$ cat src/hw/rtl/assert_macros.svh
// ---------------------------------------------------------------------------
// assertion macros
// shared property forms, sampled on clk and disabled while rst_n is low
// ---------------------------------------------------------------------------
`ifndef ASSERT_MACROS_SVH
`define ASSERT_MACROS_SVH

// same-cycle implication
`define AST_IMPLY(lbl, ante, cons) \
  lbl: assert property (@(posedge clk) disable iff (!rst_n) (ante) |-> (cons)) \
    else $error("assertion failed");

// next-cycle implication
`define AST_NEXT(lbl, ante, cons) \
  lbl: assert property (@(posedge clk) disable iff (!rst_n) (ante) |=> (cons)) \
    else $error("assertion failed");

`endif

$ cat src/hw/rtl/msde_pkg.sv
// ---------------------------------------------------------------------------
// msde_pkg
// widths, codes and helpers for the mass-spring-damper euler step
// ---------------------------------------------------------------------------
package msde_pkg;

  localparam int DATA_W      = 32;
  localparam int FRAC_W      = 16;
  localparam int MSDE_DIGIT_W = 4;
  localparam int PROD_W      = 2 * DATA_W - FRAC_W;
  localparam int ACC_W       = PROD_W + 2;
  localparam int IDX_W       = 4;
  localparam int UMASS_W     = 31;

  localparam logic [IDX_W-1:0] REG_STIFF  = 4'd0;
  localparam logic [IDX_W-1:0] REG_DAMP   = 4'd1;
  localparam logic [IDX_W-1:0] REG_INVM   = 4'd2;
  localparam logic [IDX_W-1:0] REG_GPOS   = 4'd3;
  localparam logic [IDX_W-1:0] REG_GVEL   = 4'd4;
  localparam logic [IDX_W-1:0] REG_STEP   = 4'd5;
  localparam logic [IDX_W-1:0] REG_OFFSET = 4'd6;
  localparam logic [IDX_W-1:0] REG_MPS    = 4'd7;

  localparam logic [UMASS_W-1:0] INVM_RST = 31'd65536;
  localparam logic [UMASS_W-1:0] STEP_RST = 31'd66;

  localparam logic [1:0] OP_FORCE = 2'd0;
  localparam logic [1:0] OP_VEL   = 2'd1;
  localparam logic [1:0] OP_CLEAR = 2'd2;
  localparam logic [1:0] OP_HOLD  = 2'd3;

  typedef enum logic [2:0] {
    ST_IDLE,
    ST_LOAD,
    ST_MUL,
    ST_STORE,
    ST_FIN
  } state_t;

  typedef enum logic [2:0] {
    UOP_FORCE,
    UOP_GPOS,
    UOP_GVEL,
    UOP_INVM,
    UOP_STIFF,
    UOP_DAMP,
    UOP_NPOS,
    UOP_NVEL
  } uop_t;

  localparam logic signed [ACC_W-1:0] Q_MAX_E =
    $signed({{(ACC_W-DATA_W+1){1'b0}}, {(DATA_W-1){1'b1}}});
  localparam logic signed [ACC_W-1:0] Q_MIN_E =
    $signed({{(ACC_W-DATA_W+1){1'b1}}, {(DATA_W-1){1'b0}}});

  function automatic logic signed [DATA_W-1:0] sat_q(input logic signed [ACC_W-1:0] v);
    logic signed [DATA_W-1:0] r;
    if (v > Q_MAX_E) begin
      r = Q_MAX_E[DATA_W-1:0];
    end else if (v < Q_MIN_E) begin
      r = Q_MIN_E[DATA_W-1:0];
    end else begin
      r = v[DATA_W-1:0];
    end
    return r;
  endfunction

endpackage

$ cat src/hw/rtl/msde_mul.sv
// ---------------------------------------------------------------------------
// msde_mul
// digit-serial signed multiplier, q16.16 product floored to PROD_W bits
// ---------------------------------------------------------------------------
module msde_mul import msde_pkg::*; #(
  parameter int DIGIT_W = MSDE_DIGIT_W
) (
  input  logic                     clk,
  input  logic                     rst_n,
  input  logic                     start,
  input  logic signed [DATA_W-1:0] a,
  input  logic signed [DATA_W-1:0] b,
  output logic                     done,
  output logic signed [PROD_W-1:0] prod
);

  localparam int STEPS = DATA_W / DIGIT_W;
  localparam int CNT_W = $clog2(STEPS);
  localparam int HI_W  = DATA_W + DIGIT_W + 1;
  localparam int PP_W  = DATA_W + DIGIT_W + 1;
  localparam int SUM_W = HI_W + 1;

  logic                     busy_r, busy_nxt;
  logic                     done_r, done_nxt;
  logic [CNT_W-1:0]         cnt_r, cnt_nxt;
  logic signed [DATA_W-1:0] a_r, a_nxt;
  logic signed [HI_W-1:0]   hi_r, hi_nxt;
  logic [DATA_W-1:0]        lo_r, lo_nxt;

  logic                     last;
  logic [DIGIT_W-1:0]       digit;
  logic signed [DIGIT_W:0]  d_ext;
  logic signed [PP_W-1:0]   pp;
  logic signed [SUM_W-1:0]  sum;
  logic [2*DATA_W-1:0]      full;

  assign last  = (cnt_r == CNT_W'(STEPS - 1));
  assign digit = lo_r[DIGIT_W-1:0];
  assign d_ext = last ? $signed({digit[DIGIT_W-1], digit}) : $signed({1'b0, digit});
  assign pp    = a_r * d_ext;
  assign sum   = {hi_r[HI_W-1], hi_r} + {{(SUM_W-PP_W){pp[PP_W-1]}}, pp};
  assign full  = {hi_r[DATA_W-1:0], lo_r};
  assign prod  = $signed(full[2*DATA_W-1:FRAC_W]);
  assign done  = done_r;

  always_comb begin
    busy_nxt = busy_r;
    done_nxt = 1'b0;
    cnt_nxt  = cnt_r;
    a_nxt    = a_r;
    hi_nxt   = hi_r;
    lo_nxt   = lo_r;
    if (start) begin
      busy_nxt = 1'b1;
      cnt_nxt  = '0;
      a_nxt    = a;
      hi_nxt   = '0;
      lo_nxt   = b;
    end else if (busy_r) begin
      hi_nxt  = HI_W'(sum >>> DIGIT_W);
      lo_nxt  = {sum[DIGIT_W-1:0], lo_r[DATA_W-1:DIGIT_W]};
      cnt_nxt = cnt_r + CNT_W'(1);
      if (last) begin
        busy_nxt = 1'b0;
        done_nxt = 1'b1;
      end
    end
  end

  always_ff @(posedge clk) begin
    if (!rst_n) begin
      busy_r <= 1'b0;
      done_r <= 1'b0;
      cnt_r  <= '0;
    end else begin
      busy_r <= busy_nxt;
      done_r <= done_nxt;
      cnt_r  <= cnt_nxt;
    end
  end

  always_ff @(posedge clk) begin
    a_r  <= a_nxt;
    hi_r <= hi_nxt;
    lo_r <= lo_nxt;
  end

endmodule

$ cat src/hw/rtl/mass_spring_damper_euler_step.sv
// A force word takes every product of the step, one after another, through the
// one digit-serial multiplier that all products pass through; a velocity word
// first scales its drive in the same multiplier, and clear and hold words use none.
// One word is worked on at a time, and the next is accepted while the previous
// result still waits in the output register.
// Registers are written through cfg_index/cfg_data, always ready; indexes past
// the eighth register are ignored.

// ---------------------------------------------------------------------------
// mass_spring_damper_euler_step
// forward euler step of a mass-spring-damper plant with state feedback, q16.16
// ---------------------------------------------------------------------------
`include "assert_macros.svh"

module mass_spring_damper_euler_step import msde_pkg::*; #(
  parameter int DIGIT_W = MSDE_DIGIT_W
) (
  input  logic                     clk,
  input  logic                     rst_n,
  input  logic                     in_valid,
  output logic                     in_ready,
  input  logic [1:0]               in_op,
  input  logic signed [DATA_W-1:0] in_drive_value,
  output logic                     out_valid,
  input  logic                     out_ready,
  output logic signed [DATA_W-1:0] out_position_out,
  output logic signed [DATA_W-1:0] out_velocity_out,
  input  logic                     cfg_valid,
  output logic                     cfg_ready,
  input  logic [IDX_W-1:0]         cfg_index,
  input  logic [DATA_W-1:0]        cfg_data
);

  logic signed [DATA_W-1:0] stiff_r, damp_r, gain_pos_r, gain_vel_r, offset_r, mps_r;
  logic [UMASS_W-1:0]       inv_mass_r, step_r;

  state_t                   state_r, state_nxt;
  uop_t                     uop_r, uop_nxt;
  logic signed [ACC_W-1:0]  acc_r, acc_nxt;
  logic signed [DATA_W-1:0] t_r, t_nxt;
  logic signed [DATA_W-1:0] npos_r, npos_nxt;
  logic signed [DATA_W-1:0] pos_r, pos_nxt;
  logic signed [DATA_W-1:0] vel_r, vel_nxt;
  logic                     out_valid_r, out_valid_nxt;
  logic signed [DATA_W-1:0] out_pos_r, out_pos_nxt;
  logic signed [DATA_W-1:0] out_vel_r, out_vel_nxt;

  logic                     mul_start;
  logic signed [DATA_W-1:0] mul_a, mul_b;
  logic                     mul_done;
  logic signed [PROD_W-1:0] mul_prod;
  logic                     op_sub;
  logic                     acc_keep;
  logic signed [DATA_W-1:0] acc_init;
  logic signed [DATA_W-1:0] acc_sat;

  assign cfg_ready        = 1'b1;
  assign in_ready         = (state_r == ST_IDLE);
  assign out_valid        = out_valid_r;
  assign out_position_out = out_pos_r;
  assign out_velocity_out = out_vel_r;
  assign acc_sat          = sat_q(acc_r);

  msde_mul #(
    .DIGIT_W (DIGIT_W)
  ) u_mul (
    .clk   (clk),
    .rst_n (rst_n),
    .start (mul_start),
    .a     (mul_a),
    .b     (mul_b),
    .done  (mul_done),
    .prod  (mul_prod)
  );

  // operand routing per step of the sequence
  always_comb begin
    mul_a    = mps_r;
    mul_b    = t_r;
    op_sub   = 1'b0;
    acc_keep = 1'b0;
    acc_init = '0;
    case (uop_r)
      UOP_FORCE: begin
        mul_a = mps_r;
        mul_b = t_r;
      end
      UOP_GPOS: begin
        mul_a    = gain_pos_r;
        mul_b    = pos_r;
        op_sub   = 1'b1;
        acc_init = t_r;
      end
      UOP_GVEL: begin
        mul_a    = gain_vel_r;
        mul_b    = vel_r;
        op_sub   = 1'b1;
        acc_keep = 1'b1;
      end
      UOP_INVM: begin
        mul_a = $signed({1'b0, inv_mass_r});
        mul_b = t_r;
      end
      UOP_STIFF: begin
        mul_a    = stiff_r;
        mul_b    = pos_r;
        op_sub   = 1'b1;
        acc_keep = 1'b1;
      end
      UOP_DAMP: begin
        mul_a    = damp_r;
        mul_b    = vel_r;
        op_sub   = 1'b1;
        acc_keep = 1'b1;
      end
      UOP_NPOS: begin
        mul_a    = $signed({1'b0, step_r});
        mul_b    = vel_r;
        acc_init = pos_r;
      end
      UOP_NVEL: begin
        mul_a    = $signed({1'b0, step_r});
        mul_b    = t_r;
        acc_init = vel_r;
      end
      default: begin
        mul_a = mps_r;
      end
    endcase
  end

  always_comb begin
    state_nxt     = state_r;
    uop_nxt       = uop_r;
    acc_nxt       = acc_r;
    t_nxt         = t_r;
    npos_nxt      = npos_r;
    pos_nxt       = pos_r;
    vel_nxt       = vel_r;
    out_valid_nxt = out_valid_r;
    out_pos_nxt   = out_pos_r;
    out_vel_nxt   = out_vel_r;
    mul_start     = 1'b0;

    if (out_valid_r && out_ready) begin
      out_valid_nxt = 1'b0;
    end

    case (state_r)
      ST_IDLE: begin
        if (in_valid) begin
          t_nxt = in_drive_value;
          case (in_op)
            OP_FORCE: begin
              uop_nxt   = UOP_GPOS;
              state_nxt = ST_LOAD;
            end
            OP_VEL: begin
              uop_nxt   = UOP_FORCE;
              state_nxt = ST_LOAD;
            end
            OP_CLEAR: begin
              pos_nxt   = '0;
              vel_nxt   = '0;
              state_nxt = ST_FIN;
            end
            default: begin
              state_nxt = ST_FIN;
            end
          endcase
        end
      end
      ST_LOAD: begin
        mul_start = 1'b1;
        acc_nxt   = acc_keep ? acc_r : ACC_W'(acc_init);
        state_nxt = ST_MUL;
      end
      ST_MUL: begin
        if (mul_done) begin
          acc_nxt   = op_sub ? acc_r - ACC_W'(mul_prod) : acc_r + ACC_W'(mul_prod);
          state_nxt = ST_STORE;
        end
      end
      ST_STORE: begin
        state_nxt = ST_LOAD;
        uop_nxt   = uop_t'(uop_r + 3'd1);
        case (uop_r)
          UOP_FORCE, UOP_GVEL, UOP_DAMP: begin
            t_nxt = acc_sat;
          end
          UOP_NPOS: begin
            npos_nxt = acc_sat;
          end
          UOP_NVEL: begin
            pos_nxt   = npos_r;
            vel_nxt   = acc_sat;
            state_nxt = ST_FIN;
          end
          default: begin
            t_nxt = t_r;
          end
        endcase
      end
      ST_FIN: begin
        if (!out_valid_r || out_ready) begin
          out_valid_nxt = 1'b1;
          out_pos_nxt   = sat_q(ACC_W'(pos_r) + ACC_W'(offset_r));
          out_vel_nxt   = vel_r;
          state_nxt     = ST_IDLE;
        end
      end
      default: begin
        state_nxt = ST_IDLE;
      end
    endcase
  end

  always_ff @(posedge clk) begin
    if (!rst_n) begin
      state_r     <= ST_IDLE;
      uop_r       <= UOP_FORCE;
      out_valid_r <= 1'b0;
      pos_r       <= '0;
      vel_r       <= '0;
    end else begin
      state_r     <= state_nxt;
      uop_r       <= uop_nxt;
      out_valid_r <= out_valid_nxt;
      pos_r       <= pos_nxt;
      vel_r       <= vel_nxt;
    end
  end

  always_ff @(posedge clk) begin
    acc_r     <= acc_nxt;
    t_r       <= t_nxt;
    npos_r    <= npos_nxt;
    out_pos_r <= out_pos_nxt;
    out_vel_r <= out_vel_nxt;
  end

  // register file
  always_ff @(posedge clk) begin
    if (!rst_n) begin
      stiff_r    <= '0;
      damp_r     <= '0;
      inv_mass_r <= INVM_RST;
      gain_pos_r <= '0;
      gain_vel_r <= '0;
      step_r     <= STEP_RST;
      offset_r   <= '0;
      mps_r      <= '0;
    end else if (cfg_valid && cfg_ready) begin
      case (cfg_index)
        REG_STIFF:  stiff_r    <= $signed(cfg_data);
        REG_DAMP:   damp_r     <= $signed(cfg_data);
        REG_INVM:   inv_mass_r <= cfg_data[UMASS_W-1:0];
        REG_GPOS:   gain_pos_r <= $signed(cfg_data);
        REG_GVEL:   gain_vel_r <= $signed(cfg_data);
        REG_STEP:   step_r     <= cfg_data[UMASS_W-1:0];
        REG_OFFSET: offset_r   <= $signed(cfg_data);
        REG_MPS:    mps_r      <= $signed(cfg_data);
        default:    mps_r      <= mps_r;
      endcase
    end
  end

  `AST_NEXT(a_accept_busy, in_valid && in_ready, !in_ready)
  `AST_IMPLY(a_done_in_mul, mul_done, state_r == ST_MUL)
  `AST_NEXT(a_state_hold, state_r == ST_MUL, $stable(pos_r) && $stable(vel_r))

endmodule

$ cat config.mk
export PLATFORM = sky130hd
export DESIGN_NAME = mass_spring_damper_euler_step
export DESIGN_NICKNAME = d
export VERILOG_FILES = /design/src/hw/rtl/msde_pkg.sv /design/src/hw/rtl/msde_mul.sv /design/src/hw/rtl/mass_spring_damper_euler_step.sv
export VERILOG_INCLUDE_DIRS = /design/src /design/src/hw/rtl
export SDC_FILE = /design/constraint.sdc
export NUM_CORES = 2
export LEC_CHECK = 0
export BUFFER_PORTS_ARGS = -buffer_cell sky130_fd_sc_hd__buf_2
export CAP_MARGIN = 20
export CORE_ASPECT_RATIO = 0.7
export CORE_MARGIN = 2
export CORE_UTILIZATION = 40
export CTS_CLUSTER_DIAMETER = 100
export DETAILED_ROUTE_END_ITERATION = 8
export PLACE_DENSITY = 0.54
export SYNTH_ARGS = -nofsm -noshare
export SYNTH_HDL_FRONTEND = slang
export SYNTH_SLANG_ARGS = --single-unit
$ cat constraint.sdc
create_clock -name clk -period 10.4 [get_ports clk]
set_input_delay 1.56 -clock clk [delete_from_list [all_inputs] [get_ports clk]]
set_output_delay 1.56 -clock clk [all_outputs]
set_load 0.1 [all_outputs]
==> results by group <==
Status
  – Outcome: finished, final reports clean

Die
  – Die area: ~0.094 mm2
  – Die height: roughly 260 um
  – I/O pin cnt: between 100 and 150
  – Initial Util: 0.405
  – Core Area: between 0.09 and 0.1 mm2
  – FP Rows: a little over 90
  – Die width: 366 um

Clock network
  – Postcts setup bufs: 0
  – CTS hold repair buffers: 0
  – Clk Latency, worst-skew pair: 670 ps
  – Clock Sinks: between 600 and 700
  – CTS resizes: 0
  – Worst-path clk slew: 70 ps
  – Root Buffer: clkbuf_16
  – CTS tree: done
  – Num CTS Buffers: 59
  – H-Tree Depth: 2
  – CTS max path bufs: 3

STA
  – Least-Margin Pin Slew: 1100 ps
  – Final setup viols: 0
  – WHS: roughly 460 ps
  – RSZ-0062 raised after global routing: false
  – Tmin final: slightly above 6000 ps
  – Maximum clock rate: about 160 MHz
  – Setup TNS: 0 ps
  – Final worst-path cycle share: 0.594
  – Rel. slew slack: 0.270
  – Max-slew violations: 0
  – Final Hold Vio Count: 0
  – Worst Clk Skew: 46.5 ps

Logic synthesis
  – Yosys warning count: 0
  – Ys flop type: dfxtp_1
  – Most frequent cell after synthesis: nand2_1
  – Register area share after synthesis: 0.398
  – Top cells by area, synth: dfxtp_1, edfxtp_1, fa_1, nand2_1, ha_1
  – Ys async rst share: 0
  – EDFF count, synth: around 240
  – Top-area cell type share of the netlist area: 0.199
  – Synthesized cell area: 0.0366 mm2
  – Most common library cells after synthesis: nand2_1, dfxtp_1, inv_1
  – Post-synthesis register bit count: approximately 610
  – Avg Inst Size Synth: around 9 um2
  – Synth area leader: dfxtp_1
  – Net Count, Synth: ~4,400
  – Netlist cell types: between 80 and 90
  – Syn Inst Count: between 4,000 and 5,000

Hold path
  – HP Start: damp_r[5]$_SDFFE_PN0P_
  – Min-Delay Endpoint: damp_r[5]$_SDFFE_PN0P_
  – Hold Crit Depth: 2
  – Min-delay worst type: register to register

Layout
  – Layout cells sized above 1: 0.0858
  – Final instance area: 0.0402 mm2
  – Syn-to-layout area delta: 9.93%
  – Net count, final: approximately 4,400
  – Max FFs per register: 50
  – Largest registers: acc_r: 50 flops, u_mul.hi_r: 34 flops
  – Top reg by flops: acc_r
  – Util after Layout: 0.445

Drt
  – DR WL/cell: around 23 um
  – DRC viols: 0
  – DR pass1 iterations: 9
  – Post-Route WL: ~120,000 um
  – Iter 0 DRT Violations: approximately 3,500
  – Vias per std cell: 5.58
  – Routed Antenna Nets: 0
  – Vias: around 30,000

Placed design
  – RePlAce Congestion: about 0.90
  – Detail Placement HPWL: ~84,000 um
  – Post-DP Area: 0.0381 mm2
  – PortBufs: between 100 and 150

Setup path
  – R2R Setup Slk: roughly 4200 ps
  – CP Cell Sequence: ha_1 -> ha_1 -> nand2_1 -> buf_4 -> or2_2 -> fa_1 -> fa_1 -> fa_1 -> inv_1 -> fa_1 -> inv_1 -> fa_1 -> nand2b_1 -> a21oi_1 -> o2111ai_1 -> a21oi_1 -> o221ai_1 -> a31oi_1 -> a31o_2 -> o31ai_1 -> xor2_1 -> a21oi_1
  – CP required: between 10,000 and 15,000 ps
  – Startpoint types: register
  – Slowest CP cell: fa_1
  – Kind of capture point of the worst setup path: register
  – CP most frequent cell: fa_1
  – R2R Path End: u_mul.hi_r[31]$_SDFFE_PP0P_
  – Arr. time, crit path: between 6000 and 7000 ps
  – Reg-to-reg startpoint: u_mul.cnt_r[0]$_SDFFE_PP0P_
  – Setup CP Type: register to register
  – Worst path max stage delay: about 550 ps
  – Critical Path Fanout Max: 33
  – Reg2reg path depth: 22

Job
  – Max-cap viol count: 0

Power and ir drop
  – Pleak: approximately 15 nW
  – Final Total Pwr: between 8 and 9 mW
  – PwrDens: around 220 mW/mm2
  – VDD IR max: between 0.15 and 0.2 mV

GRT
  – Vias in the first global route: 27,657
  – GRT Util Overall: 0.253
  – First-pass GRT wire length: 181,000 um
  – Grt total ovfl: 0
  – Largest net degree at the start of global routing: 150
  – Initial antenna violation count: 11
[critical path: cells and delay by family (launching register included)]
family / cells / cell delay [ps]
compound gates: 8 / 1700
xor+xnor: 1 / 140
fa+ha+maj: 7 / 2870
buf+inv: 3 / 380
flops: 1 / 340
simple gates: 3 / 580
[power by group]
| part | switching, mW | internal, mW | leakage (nW) |
|---|---|---|---|
| clock network | 1.01 | 1.30 | 1.01 |
| logic | 2.24 | 1.42 | 9.19 |
| registers | 0.208 | 2.63 | 5.19 |
[cells in the final DEF, fill, tap and decap left out, types with 10 or more instances in the layout]
| cell | netlist | routed |
|---|---|---|
| a211oi_1 | 17 | 17 |
| a21boi_0 | 257 | 257 |
| a21o_1 | 58 | 58 |
| a21oi_1 | 206 | 205 |
| a222oi_1 | 64 | 64 |
| a22oi_1 | 96 | 96 |
| a31oi_1 | 77 | 77 |
| and2_1 | 154 | 155 |
| buf_2 | 1 | 139 |
| buf_4 | 34 | 55 |
| clkbuf_1 | 237 | 10 |
| clkbuf_16 | 0 | 60 |
| clkbuf_8 | 0 | 13 |
| clkinv_2 | 0 | 11 |
| dfxtp_1 | 364 | 363 |
| edfxtp_1 | 242 | 242 |
| fa_1 | 135 | 135 |
| ha_1 | 165 | 165 |
| inv_1 | 271 | 271 |
| mux2i_1 | 25 | 25 |
| nand2_1 | 719 | 717 |
| nand2b_1 | 20 | 20 |
| nand3_1 | 29 | 29 |
| nand3b_1 | 10 | 10 |
| nand4_1 | 26 | 26 |
| nor2_1 | 211 | 208 |
| nor2b_1 | 45 | 43 |
| nor3_1 | 22 | 20 |
| nor4_1 | 12 | 12 |
| o21a_1 | 15 | 15 |
| o21ai_0 | 178 | 177 |
| o21bai_1 | 14 | 14 |
| o22ai_1 | 33 | 33 |
| o31ai_1 | 20 | 20 |
| xnor2_1 | 79 | 79 |
| xor2_1 | 75 | 75 |
[metrics by stage]
stage	worst slack, ps	instances
2_1_floorplan	4790	4066
3_3_place_gp	4280	5200
3_5_place_dp	4290	5200
5_1_grt	3890	5312
6_report	4220	5313
4_1_cts	4240	5311
[cell type report]
| cell class | instances | area, um2 |
|---|---|---|
| diodes | 1 | 2.50 |
| multi-input cells | 2904 | 19900 |
| clock buffers | 83 | 1710 |
| clock inverters | 28 | 355 |
| repair buffers | 196 | 1150 |
| fillers | 8849 | 50100 |
| inverters | 273 | 1030 |
| well taps | 1222 | 1530 |
| flip-flops and latches | 606 | 14600 |
[worst max path at each step]
stage               cells past startpoint                     endpoint  slack [ps]                   startpoint
detailed placement                     22  u_mul.hi_r[31]$_SDFFE_PP0P_        4290  u_mul.cnt_r[0]$_SDFFE_PP0P_
CTS                                    22  u_mul.hi_r[31]$_SDFFE_PP0P_        4240  u_mul.cnt_r[0]$_SDFFE_PP0P_
finish                                 22  u_mul.hi_r[31]$_SDFFE_PP0P_        4220  u_mul.cnt_r[0]$_SDFFE_PP0P_
global route                           21  u_mul.hi_r[31]$_SDFFE_PP0P_        3890      u_mul.lo_r[3]$_DFFE_PP_
floorplan                              22  u_mul.hi_r[31]$_SDFFE_PP0P_        4790  u_mul.cnt_r[0]$_SDFFE_PP0P_
global placement                       22  u_mul.hi_r[31]$_SDFFE_PP0P_        4280  u_mul.cnt_r[0]$_SDFFE_PP0P_
[cells by family after synthesis]
kind of cell,synth area share
simple gates,0.162
compound gates,0.204
flops,0.398
buf+inv,0.0611
fa+ha+maj,0.131
xor+xnor,0.0369
mux,0.00745
other cells,0.000102
[metal layers]
metal	part of all wire	wire length, um	GRT usage
met3	0.10	12700	0.0741
met5	0.00096	116	0.00826
met1	0.49	59600	0.400
met4	0.018	2120	0.0496
met2	0.38	46500	0.333
No activity file was read; power rests on OpenSTA's default activity.
